<file path="src/hw/rtl/brpc_pkg.sv">
package brpc_pkg;

    localparam logic       OP_WORD     = 1'b0;
    localparam logic       OP_TICK     = 1'b1;
    localparam logic       SEL_TIME    = 1'b0;

    localparam int         CFG_INDEX_W = 2;
    localparam logic [CFG_INDEX_W-1:0] CFG_TIMEOUT = 2'd0;
    localparam logic [CFG_INDEX_W-1:0] CFG_OBJECT  = 2'd1;

    localparam logic [15:0] TIMEOUT_RESET = 16'd18750;
    localparam logic [15:0] OBJECT_RESET  = 16'h1454;

    // a report carries at most four entries
    localparam logic [2:0]  RPT_MAX = 3'd4;

    typedef struct packed {
        logic        op;
        logic [31:0] rx_word;
    } item_t;

    typedef struct packed {
        logic [2:0]  entry_total;
        logic        has_entry;
        logic [1:0]  point_id;
        logic [10:0] point_time;
        logic [10:0] point_temp;
        logic        last;
    } result_t;

endpackage

</file>
<file path="src/hw/rtl/beacon_reference_point_collector_top.sv">
// Beacon reference point collector.
// Item channel (item_valid/item_stall/item): op 0 carries a receiver word,
// op 1 is one timer tick. A transfer happens when valid is high and stall low.
// Object words clear the table and restart the timeout; point words update or
// append a table entry; ticks advance the timeout counter while it runs.
// Config channel (cfg_valid/cfg_ready/cfg_index/cfg_data): index 0 timeout,
// index 1 object code; cfg_ready is always high.
// Object words and ticks are handled in the idle state. A point word enters
// the search loop, which compares one table slot per step with the shared id
// compare. The tick that ends the timeout starts a report: one result per
// stored entry, up to four (or one empty result), each through the load/send
// sequencer, which holds while result_stall is high.
// item_stall is high while a search or a report is in progress; a stalled
// result holds in the output register until taken.
// Reset clears the table, the counters and the timer, and loads the
// register defaults (timeout 18750, object code 0x1454).
module beacon_reference_point_collector_top #(
    parameter int TABLE_DEPTH = 4
) (
    input  logic                              clk,
    input  logic                              rst_n,
    input  logic                              item_valid,
    output logic                              item_stall,
    input  brpc_pkg::item_t                   item,
    output logic                              result_valid,
    input  logic                              result_stall,
    output brpc_pkg::result_t                 result,
    input  logic                              cfg_valid,
    output logic                              cfg_ready,
    input  logic [brpc_pkg::CFG_INDEX_W-1:0]  cfg_index,
    input  logic [15:0]                       cfg_data
);

    localparam int IDX_W = $clog2(TABLE_DEPTH);
    localparam int CNT_W = $clog2(TABLE_DEPTH + 1);

    localparam logic [1:0] ST_IDLE   = 2'd0;
    localparam logic [1:0] ST_SEARCH = 2'd1;
    localparam logic [1:0] ST_LOAD   = 2'd2;
    localparam logic [1:0] ST_SEND   = 2'd3;

    logic [1:0]        state_reg, state_next;
    logic [15:0]       timeout_reg;
    logic [15:0]       object_reg;
    logic              timer_on_reg, timer_on_next;
    logic [15:0]       tick_reg, tick_next;
    logic [CNT_W-1:0]  stored_reg, stored_next;
    logic [CNT_W-1:0]  idx_reg, idx_next;
    logic [2:0]        total_reg, total_next;
    logic [1:0]        pt_id_reg, pt_id_next;
    logic              pt_sel_reg, pt_sel_next;
    logic [10:0]       pt_val_reg, pt_val_next;
    logic              result_valid_reg, result_valid_next;
    brpc_pkg::result_t result_reg, result_next;

    logic [1:0]        entry_id_reg   [TABLE_DEPTH];
    logic [10:0]       entry_time_reg [TABLE_DEPTH];
    logic [10:0]       entry_temp_reg [TABLE_DEPTH];

    logic              wr_en;
    logic              wr_new;
    logic [IDX_W-1:0]  rd_idx;
    logic              id_match;
    logic [CNT_W-1:0]  idx_inc;
    logic [15:0]       tick_inc;
    logic [15:0]       packet;
    logic [2:0]        rpt_n;

    assign rd_idx   = idx_reg[IDX_W-1:0];
    assign id_match = (entry_id_reg[rd_idx] == pt_id_reg);
    assign idx_inc  = idx_reg + CNT_W'(1);
    assign tick_inc = tick_reg + 16'd1;
    assign packet   = item.rx_word[15:0];
    assign rpt_n    = (stored_reg > CNT_W'(brpc_pkg::RPT_MAX)) ? brpc_pkg::RPT_MAX
                                                              : 3'(stored_reg);

    assign item_stall   = (state_reg != ST_IDLE);
    assign result_valid = result_valid_reg;
    assign result       = result_reg;
    assign cfg_ready    = 1'b1;

    always_comb
    begin
        state_next        = state_reg;
        timer_on_next     = timer_on_reg;
        tick_next         = tick_reg;
        stored_next       = stored_reg;
        idx_next          = idx_reg;
        total_next        = total_reg;
        pt_id_next        = pt_id_reg;
        pt_sel_next       = pt_sel_reg;
        pt_val_next       = pt_val_reg;
        result_valid_next = result_valid_reg;
        result_next       = result_reg;
        wr_en             = 1'b0;
        wr_new            = 1'b0;

        case (state_reg)
            ST_IDLE:
            begin
                if (item_valid)
                begin
                    if (item.op == brpc_pkg::OP_WORD)
                    begin
                        if (item.rx_word[31])
                        begin
                            if (packet == object_reg)
                            begin
                                tick_next     = 16'd0;
                                timer_on_next = 1'b1;
                                stored_next   = '0;
                            end
                            else if (packet[15])
                            begin
                                pt_id_next  = packet[14:13];
                                pt_sel_next = packet[12];
                                pt_val_next = packet[11:1];
                                idx_next    = '0;
                                state_next  = ST_SEARCH;
                            end
                        end
                    end
                    else if (timer_on_reg)
                    begin
                        if (tick_inc == timeout_reg)
                        begin
                            timer_on_next = 1'b0;
                            tick_next     = 16'd0;
                            idx_next      = '0;
                            total_next    = rpt_n;
                            state_next    = ST_LOAD;
                        end
                        else
                        begin
                            tick_next = tick_inc;
                        end
                    end
                end
            end

            ST_SEARCH:
            begin
                if (idx_reg == stored_reg)
                begin
                    // miss: append unless the table is full
                    if (stored_reg < CNT_W'(TABLE_DEPTH))
                    begin
                        wr_en       = 1'b1;
                        wr_new      = 1'b1;
                        stored_next = stored_reg + CNT_W'(1);
                    end
                    state_next = ST_IDLE;
                end
                else if (id_match)
                begin
                    wr_en      = 1'b1;
                    state_next = ST_IDLE;
                end
                else
                begin
                    idx_next = idx_inc;
                end
            end

            ST_LOAD:
            begin
                if (total_reg == 3'd0)
                begin
                    result_next      = '0;
                    result_next.last = 1'b1;
                end
                else
                begin
                    result_next.entry_total = total_reg;
                    result_next.has_entry   = 1'b1;
                    result_next.point_id    = entry_id_reg[rd_idx];
                    result_next.point_time  = entry_time_reg[rd_idx];
                    result_next.point_temp  = entry_temp_reg[rd_idx];
                    result_next.last        = (idx_inc == CNT_W'(total_reg));
                end
                result_valid_next = 1'b1;
                state_next        = ST_SEND;
            end

            ST_SEND:
            begin
                if (!result_stall)
                begin
                    result_valid_next = 1'b0;
                    if (result_reg.last)
                    begin
                        state_next = ST_IDLE;
                    end
                    else
                    begin
                        idx_next   = idx_inc;
                        state_next = ST_LOAD;
                    end
                end
            end

            default:
            begin
                state_next = ST_IDLE;
            end
        endcase
    end

    always_ff @(posedge clk or negedge rst_n)
    begin
        if (!rst_n)
        begin
            state_reg        <= ST_IDLE;
            timeout_reg      <= brpc_pkg::TIMEOUT_RESET;
            object_reg       <= brpc_pkg::OBJECT_RESET;
            timer_on_reg     <= 1'b0;
            tick_reg         <= 16'd0;
            stored_reg       <= '0;
            idx_reg          <= '0;
            total_reg        <= 3'd0;
            result_valid_reg <= 1'b0;
            for (int i = 0; i < TABLE_DEPTH; i++)
            begin
                entry_id_reg[i]   <= 2'd0;
                entry_time_reg[i] <= 11'd0;
                entry_temp_reg[i] <= 11'd0;
            end
        end
        else
        begin
            state_reg        <= state_next;
            timer_on_reg     <= timer_on_next;
            tick_reg         <= tick_next;
            stored_reg       <= stored_next;
            idx_reg          <= idx_next;
            total_reg        <= total_next;
            result_valid_reg <= result_valid_next;
            if (cfg_valid && cfg_ready)
            begin
                if (cfg_index == brpc_pkg::CFG_TIMEOUT)
                begin
                    timeout_reg <= cfg_data;
                end
                else if (cfg_index == brpc_pkg::CFG_OBJECT)
                begin
                    object_reg <= cfg_data;
                end
            end
            if (wr_en)
            begin
                if (wr_new)
                begin
                    entry_id_reg[rd_idx] <= pt_id_reg;
                end
                if (pt_sel_reg == brpc_pkg::SEL_TIME)
                begin
                    entry_time_reg[rd_idx] <= pt_val_reg;
                end
                else
                begin
                    entry_temp_reg[rd_idx] <= pt_val_reg;
                end
            end
        end
    end

    always_ff @(posedge clk)
    begin
        pt_id_reg  <= pt_id_next;
        pt_sel_reg <= pt_sel_next;
        pt_val_reg <= pt_val_next;
        result_reg <= result_next;
    end

`ifndef ASSERT_OFF
    a_stored_bound: assert property (@(posedge clk) disable iff (!rst_n)
        stored_reg <= CNT_W'(TABLE_DEPTH))
        else $error("table count beyond depth");

    a_valid_state: assert property (@(posedge clk) disable iff (!rst_n)
        result_valid_reg == (state_reg == ST_SEND))
        else $error("result valid outside send state");

    a_timeout_report: assert property (@(posedge clk) disable iff (!rst_n)
        (state_reg == ST_IDLE && item_valid && item.op == brpc_pkg::OP_TICK &&
         timer_on_reg && tick_inc == timeout_reg)
        |=> (state_reg == ST_LOAD && !timer_on_reg && tick_reg == 16'd0))
        else $error("timeout did not start report");

    a_last_ends: assert property (@(posedge clk) disable iff (!rst_n)
        (result_valid && !result_stall && result.last) |=> (state_reg == ST_IDLE))
        else $error("report did not end on last transfer");

    a_search_append: assert property (@(posedge clk) disable iff (!rst_n)
        (state_reg == ST_SEARCH && wr_new) |=> (stored_reg == $past(stored_reg) + CNT_W'(1)))
        else $error("append did not grow table");
`endif

endmodule

</file>
<file path="config.mk">
export PLATFORM = sky130hd
export DESIGN_NAME = beacon_reference_point_collector_top
export DESIGN_NICKNAME = d
export VERILOG_FILES = /design/src/hw/rtl/brpc_pkg.sv /design/src/hw/rtl/beacon_reference_point_collector_top.sv
export SDC_FILE = /design/constraint.sdc
export NUM_CORES = 1
export LEC_CHECK = 0
export ABC_AREA = 1
export BUFFER_PORTS_ARGS = -buffer_cell sky130_fd_sc_hd__buf_2
export CAP_MARGIN = 20
export CORE_AREA = 2 2 136 138
export DETAILED_ROUTE_END_ITERATION = 7
export DIE_AREA = 0 0 138 140
export GPL_TIMING_DRIVEN = 1
export MAX_ROUTING_LAYER = met4
export PLACE_DENSITY_LB_ADDON = 0.15
export SLEW_MARGIN = 25
export SYNTH_ARGS = -nofsm -noshare
export SYNTH_HDL_FRONTEND = slang
export SYNTH_SLANG_ARGS = --single-unit
</file>
<file path="constraint.sdc">
create_clock -name clk -period 2.5 [get_ports clk]
set_input_delay 0.25 -clock clk [delete_from_list [all_inputs] [get_ports clk]]
set_output_delay 0.25 -clock clk [all_outputs]
set_load 0.02 [all_outputs]
</file>
[After elaboration in Yosys (flattened, before gate mapping)]
Cells that the tools add are included.
Word-level totals
  register bits: 200
  latch bits: 0
  memory bits (writable): 0
  memory bits (read-only): 0
  output and inout bits: 32
  word-level logic and storage cells: 158
  memories kept: 0
Operators by class
  $add $sub $neg: 3
  multipliers: 0
  divide/modulo/power cells: 0
  magnitude comparators: 4
  eq/ne operators: 26
  shifts and indexed selects: 0
  multiplexer cells: 67
  bitwise gates (word level): 5
  reduce and logical (&&, ||, !) cells: 23
Operators with widths (number)
  $bwmux 44: 2
  $mux 16: 5
  $mux 11: 5
  $mux 3: 18
  $bmux 11 s2: 2
  $eq 16x16->1: 2
  $mux 2: 14
  $mux 26: 1
  $demux 11 s2: 1
  $ne 2x2->1 const B: 10
  $ne 3x3->1 const B: 6
  $add 16x1->16 const B: 1
  $mux 1: 12
  $reduce_and 11->1: 1
  $reduce_and 2->1: 5
  $reduce_and 5->1: 2
  $reduce_bool 2->1: 5
  $pmux 3 s3: 1
  $bwmux 8: 1
  $pmux 2 s4: 1
  $reduce_and 8->1: 1
  $reduce_and 7->1: 1
  $add 3x1->3 const B: 2
  $eq 3x3->1: 2
  other kinds (21): 27

[Logic depth before layout (Yosys ltp)]
  word-level depth: 9
  depth in mapped cells: 16
  depth with buffers taken out: 16

[Worst setup path after synthesis]
OpenSTA, ideal clock, no wires.
  path kind: reg2reg
  start point: reg state_reg[1]
  end point: reg result_reg, in the netlist result[0] (enable)
  library setup time: 415 ps
  arrival: 1842 ps
  data required time: 2085 ps
  path slack: 243 ps
  stages on the path, launching flop included: 4
  path buffers: 1
  period minus slack after synthesis: 2257 ps
  path through: dfrtp_1 > clkbuf_1 > inv_1 > nor2_1
Between the ends
  cells in the longest elaborated chain, start to end: 1
Ends and longest elaborated chain
  start: declaration: line beacon_reference_point_collector_top.sv:42  | logic [1:0] state_reg, state_next;
  start signal: assignment: line beacon_reference_point_collector_top.sv:231  | state_reg <= state_next;
  $eq 2x2->1: line beacon_reference_point_collector_top.sv:98  | case (state_reg)
  end signal: assignment: line beacon_reference_point_collector_top.sv:272  | result_reg <= result_next;
  end: declaration: line beacon_reference_point_collector_top.sv:54  | brpc_pkg::result_t result_reg, result_next;
Every way passes these cells.
A chain may end at the register's enable or synchronous reset.

[Worst setup path in the final report]
  start point: reg idx_reg[1]
  end point: reg entry_time_reg[17] (netlist bit)
Between the ends
  cells in the longest elaborated chain, start to end: 9
Ends and longest elaborated chain
  start: declaration: line beacon_reference_point_collector_top.sv:48  | logic [CNT_W-1:0] idx_reg, idx_next;
  start signal: assignment: line beacon_reference_point_collector_top.sv:235  | idx_reg <= idx_next;
  $not 2->3 (not written as such): line beacon_reference_point_collector_top.sv:70, beacon_reference_point_collector_top.sv:257
  $bmux 2 s2: line beacon_reference_point_collector_top.sv:70  | assign id_match = (entry_id_reg[rd_idx] == pt_id_reg);
  $mux 2 (not written as such) (2 in a row): line beacon_reference_point_collector_top.sv:70
  $eq 2x2->1: line beacon_reference_point_collector_top.sv:70
  $mux 1: line beacon_reference_point_collector_top.sv:154  | else if (id_match)
  $mux 1: line beacon_reference_point_collector_top.sv:143  | if (idx_reg == stored_reg)
  $mux 1: line beacon_reference_point_collector_top.sv:98
  $reduce_and 2->1 (no line)
  end signal: indexed assignment: line beacon_reference_point_collector_top.sv:257  | entry_time_reg[rd_idx] <= pt_val_reg;
  end: declaration: line beacon_reference_point_collector_top.sv:57  | logic [10:0] entry_time_reg [TABLE_DEPTH];
Several ways; a longest one is shown, not always the timed one. The select of a mux whose other input is x is not followed.

==> metrics <==
status=completed; Routed WL=22300 um; ratio of cells with drive above 1 in the final layout=13.9%; hold crit path type=in -> reg; clock transition at the registers of the reported paths=70 ps; WHS Path Cells=1; CTS max path bufs=2; clock sinks=200; Die ar.=0.0193 mm2; Worst Tran Pin Value=906 ps; #FFs+latches synth=200; Final Hold Fails=0; CTS Buf Count=17; GRT Overall Usage=24.7%; Root Buffer=clkbuf_16; Placement Rows=49; Mapped Area=0.00961 mm2; Sum Neg Setup Slack=0 ps; via count=7554; DRC viols=0; crit-path max FO=21; GPL Wtd Cong=0.883; Worst EP arrival=2650 ps; DR pass1 iterations=5; Max Cap Viol=0; Post-Synthesis Cells=1133; P per Cell Area=911 mW/mm2; largest net degree at the start of global routing=79; sw frac=34.1%; Synth async-reset ratio=78.5%; clk_lat worst skew=450 ps; clock power share=27.1%; unique cell type count in the Yosys netlist=39; switching power total=0.00337 W; IO Pins=88; clock skew=17.6 ps; post-CTS setup buffers=0; drt wl/cell=15.6 um; Logic pwr share=26.6%; Die Span X=138 um; NumNets Final=1256; RSZ-0062 raised after global routing=no; startpoint types=register; Non-Filler Instances=1435; register area share after synthesis=54.5%; internal power=0.00650 W; Seq pwr share=46.3%; VDD IR max=0.652 mV; IO Port Bufs=71; area of the core=0.0178 mm2; Worst Setup Path Type=reg -> reg; R2R cell count=12; placed insts=1399; Max Slew Vio Count=0; CTS tree=done; DP HPWL=15400 um; most common cell after layout, fill and taps aside=nand2_1; R2R setup slack=220 ps; # diodes=0; crit end category=register; DR vias/cell=5.26; global-route wire length before repair=36700 um; synth-to-layout area growth=12.8%; DP Worst Slack=123 ps; average cell area after synthesis=8.48 um2; post-route cell area=0.0108 mm2; yosys warns=0; number of fill cells=1581; Post-synth EDFFs=43; Leak=5.11 nW; commonest cells after routing, fill and taps aside=nand2_1, o21ai_0, dfrtp_1; final setup violating endpoints=0; period utilization=91.2%; DP Area=0.0102 mm2; Overflow after GRT=0; initial antenna violation count=0; vias in the first global route=7267; Finished Core Util=60.9%; ys flop type=dfrtp_1; # H-tree levels=4; Die H=140 um; final worst slack=221 ps; min Tclk post-route=2280 ps; Initial Utilization=54.0%; CP required=2870 ps; Initial DRC Count=515; Post-Syn Nets=1196; fmax=439 MHz; Post-DRT Antenna Nets=0; Slew headroom=39.4%
-- cell usage after synthesis (2+ instances only) --
library cell	count	area, um2
nor2_1	45	169
a21oi_1	61	305
edfxtp_1	43	1290
nor2_4	6	67.6
buf_1	3	11.3
clkbuf_2	2	10.0
inv_1	119	447
nand2_4	2	22.5
ha_1	7	87.6
o211ai_1	13	97.6
nand2_1	315	1180
nand2_2	2	12.5
dfstp_2	13	342
dfrtp_1	144	3600
nor3_1	4	20.0
buf_2	14	70.1
clkbuf_1	30	113
o22ai_1	9	56.3
or2_2	2	12.5
o21ai_0	158	791
o21ai_1	21	105
nand4_1	11	68.8
xor2_1	7	61.3
buf_4	12	90.1
nor2_2	6	37.5
nand3b_1	5	37.5
xnor2_1	17	149
nand3_1	51	255
-- final cells by class --
cell class | count | area (um2) | area share, %
clock buffer | 24 | 513 | 4.73
sequential | 200 | 5240 | 48.3
multi-input combinational | 752 | 3650 | 33.7
clock inverter | 8 | 60.1 | 0.554
tap | 229 | 287 | 2.64
inverter | 121 | 454 | 4.19
timing repair buffer | 101 | 632 | 5.83
-- path summary, 6_finish.rpt --
| path | start | endpoint |
|---|---|---|
| worst min register to register | entry_time_reg[21] | entry_time_reg[21] |
| worst min-delay path | item[5] | pt_val_reg[4] |
| max in group asynchronous | rst_n | timeout_reg[3] |
| worst max-delay path | idx_reg[1] | entry_time_reg[17] |
| worst max register to register | idx_reg[1] | entry_time_reg[17] |
| min in group asynchronous | rst_n | entry_time_reg[14] |
-- metrics by stage --
step	power [W]	hold WS [ps]
after floorplan	0.00643	-45.6
after CTS	0.00990	3.20
after detailed placement	0.00722	107
final	0.00987	14.8
after global placement	0.00713	109
after global routing	0.0105	-1.61
-- repair_timing --
action,CTS,global route
hold buffers,2,1
setup endpoints to repair,0,37
resized for setup,0,4
hold endpoints to repair,80,1
-- worst max-delay path, cell delays in order (launching register included) --
cell and delay, ps:
dfrtp_1 510, inv_1 120, nand3_1 100, nand2_1 90
xor2_1 160, o21ai_2 230, nand2_2 110, nor2_4 160
nand2_4 190, nor2_4 120, buf_4 240, nand2_1 90
o21ai_1 90
-- cells by family (layout without fill, tap and decap cells) --
group | Yosys count | in the layout | synth area share (%)
other | 1 | 1 | 0.0390
AND/OR/NAND/NOR | 453 | 454 | 20.0
buffers and inverters | 182 | 254 | 7.79
flip-flops | 200 | 200 | 54.5
AO/OA/AOI/OAI | 265 | 265 | 14.4
adder cells (fa/ha/maj) | 7 | 7 | 0.912
XOR/XNOR | 25 | 25 | 2.42
-- per-layer routing --
metal  vias up  GRT usage (%)  wire length, um
li1       3797              -                -
met1      3541           31.5             9700
met2       177           39.3            10900
met3        39           4.38             1020
met4         0           10.3              754
met5         -              -                0
-- power by group through the flow --
stage	Clock [W]	Combinational, W	Sequential (W)
6_report	0.00267	0.00262	0.00457
5_1_grt	0.00285	0.00300	0.00466
4_1_cts	0.00271	0.00262	0.00458
3_5_place_dp	0	0.00259	0.00463
3_3_place_gp	0	0.00253	0.00460
2_1_floorplan	0	0.00183	0.00460
Power figures use the tool's default switching activity.
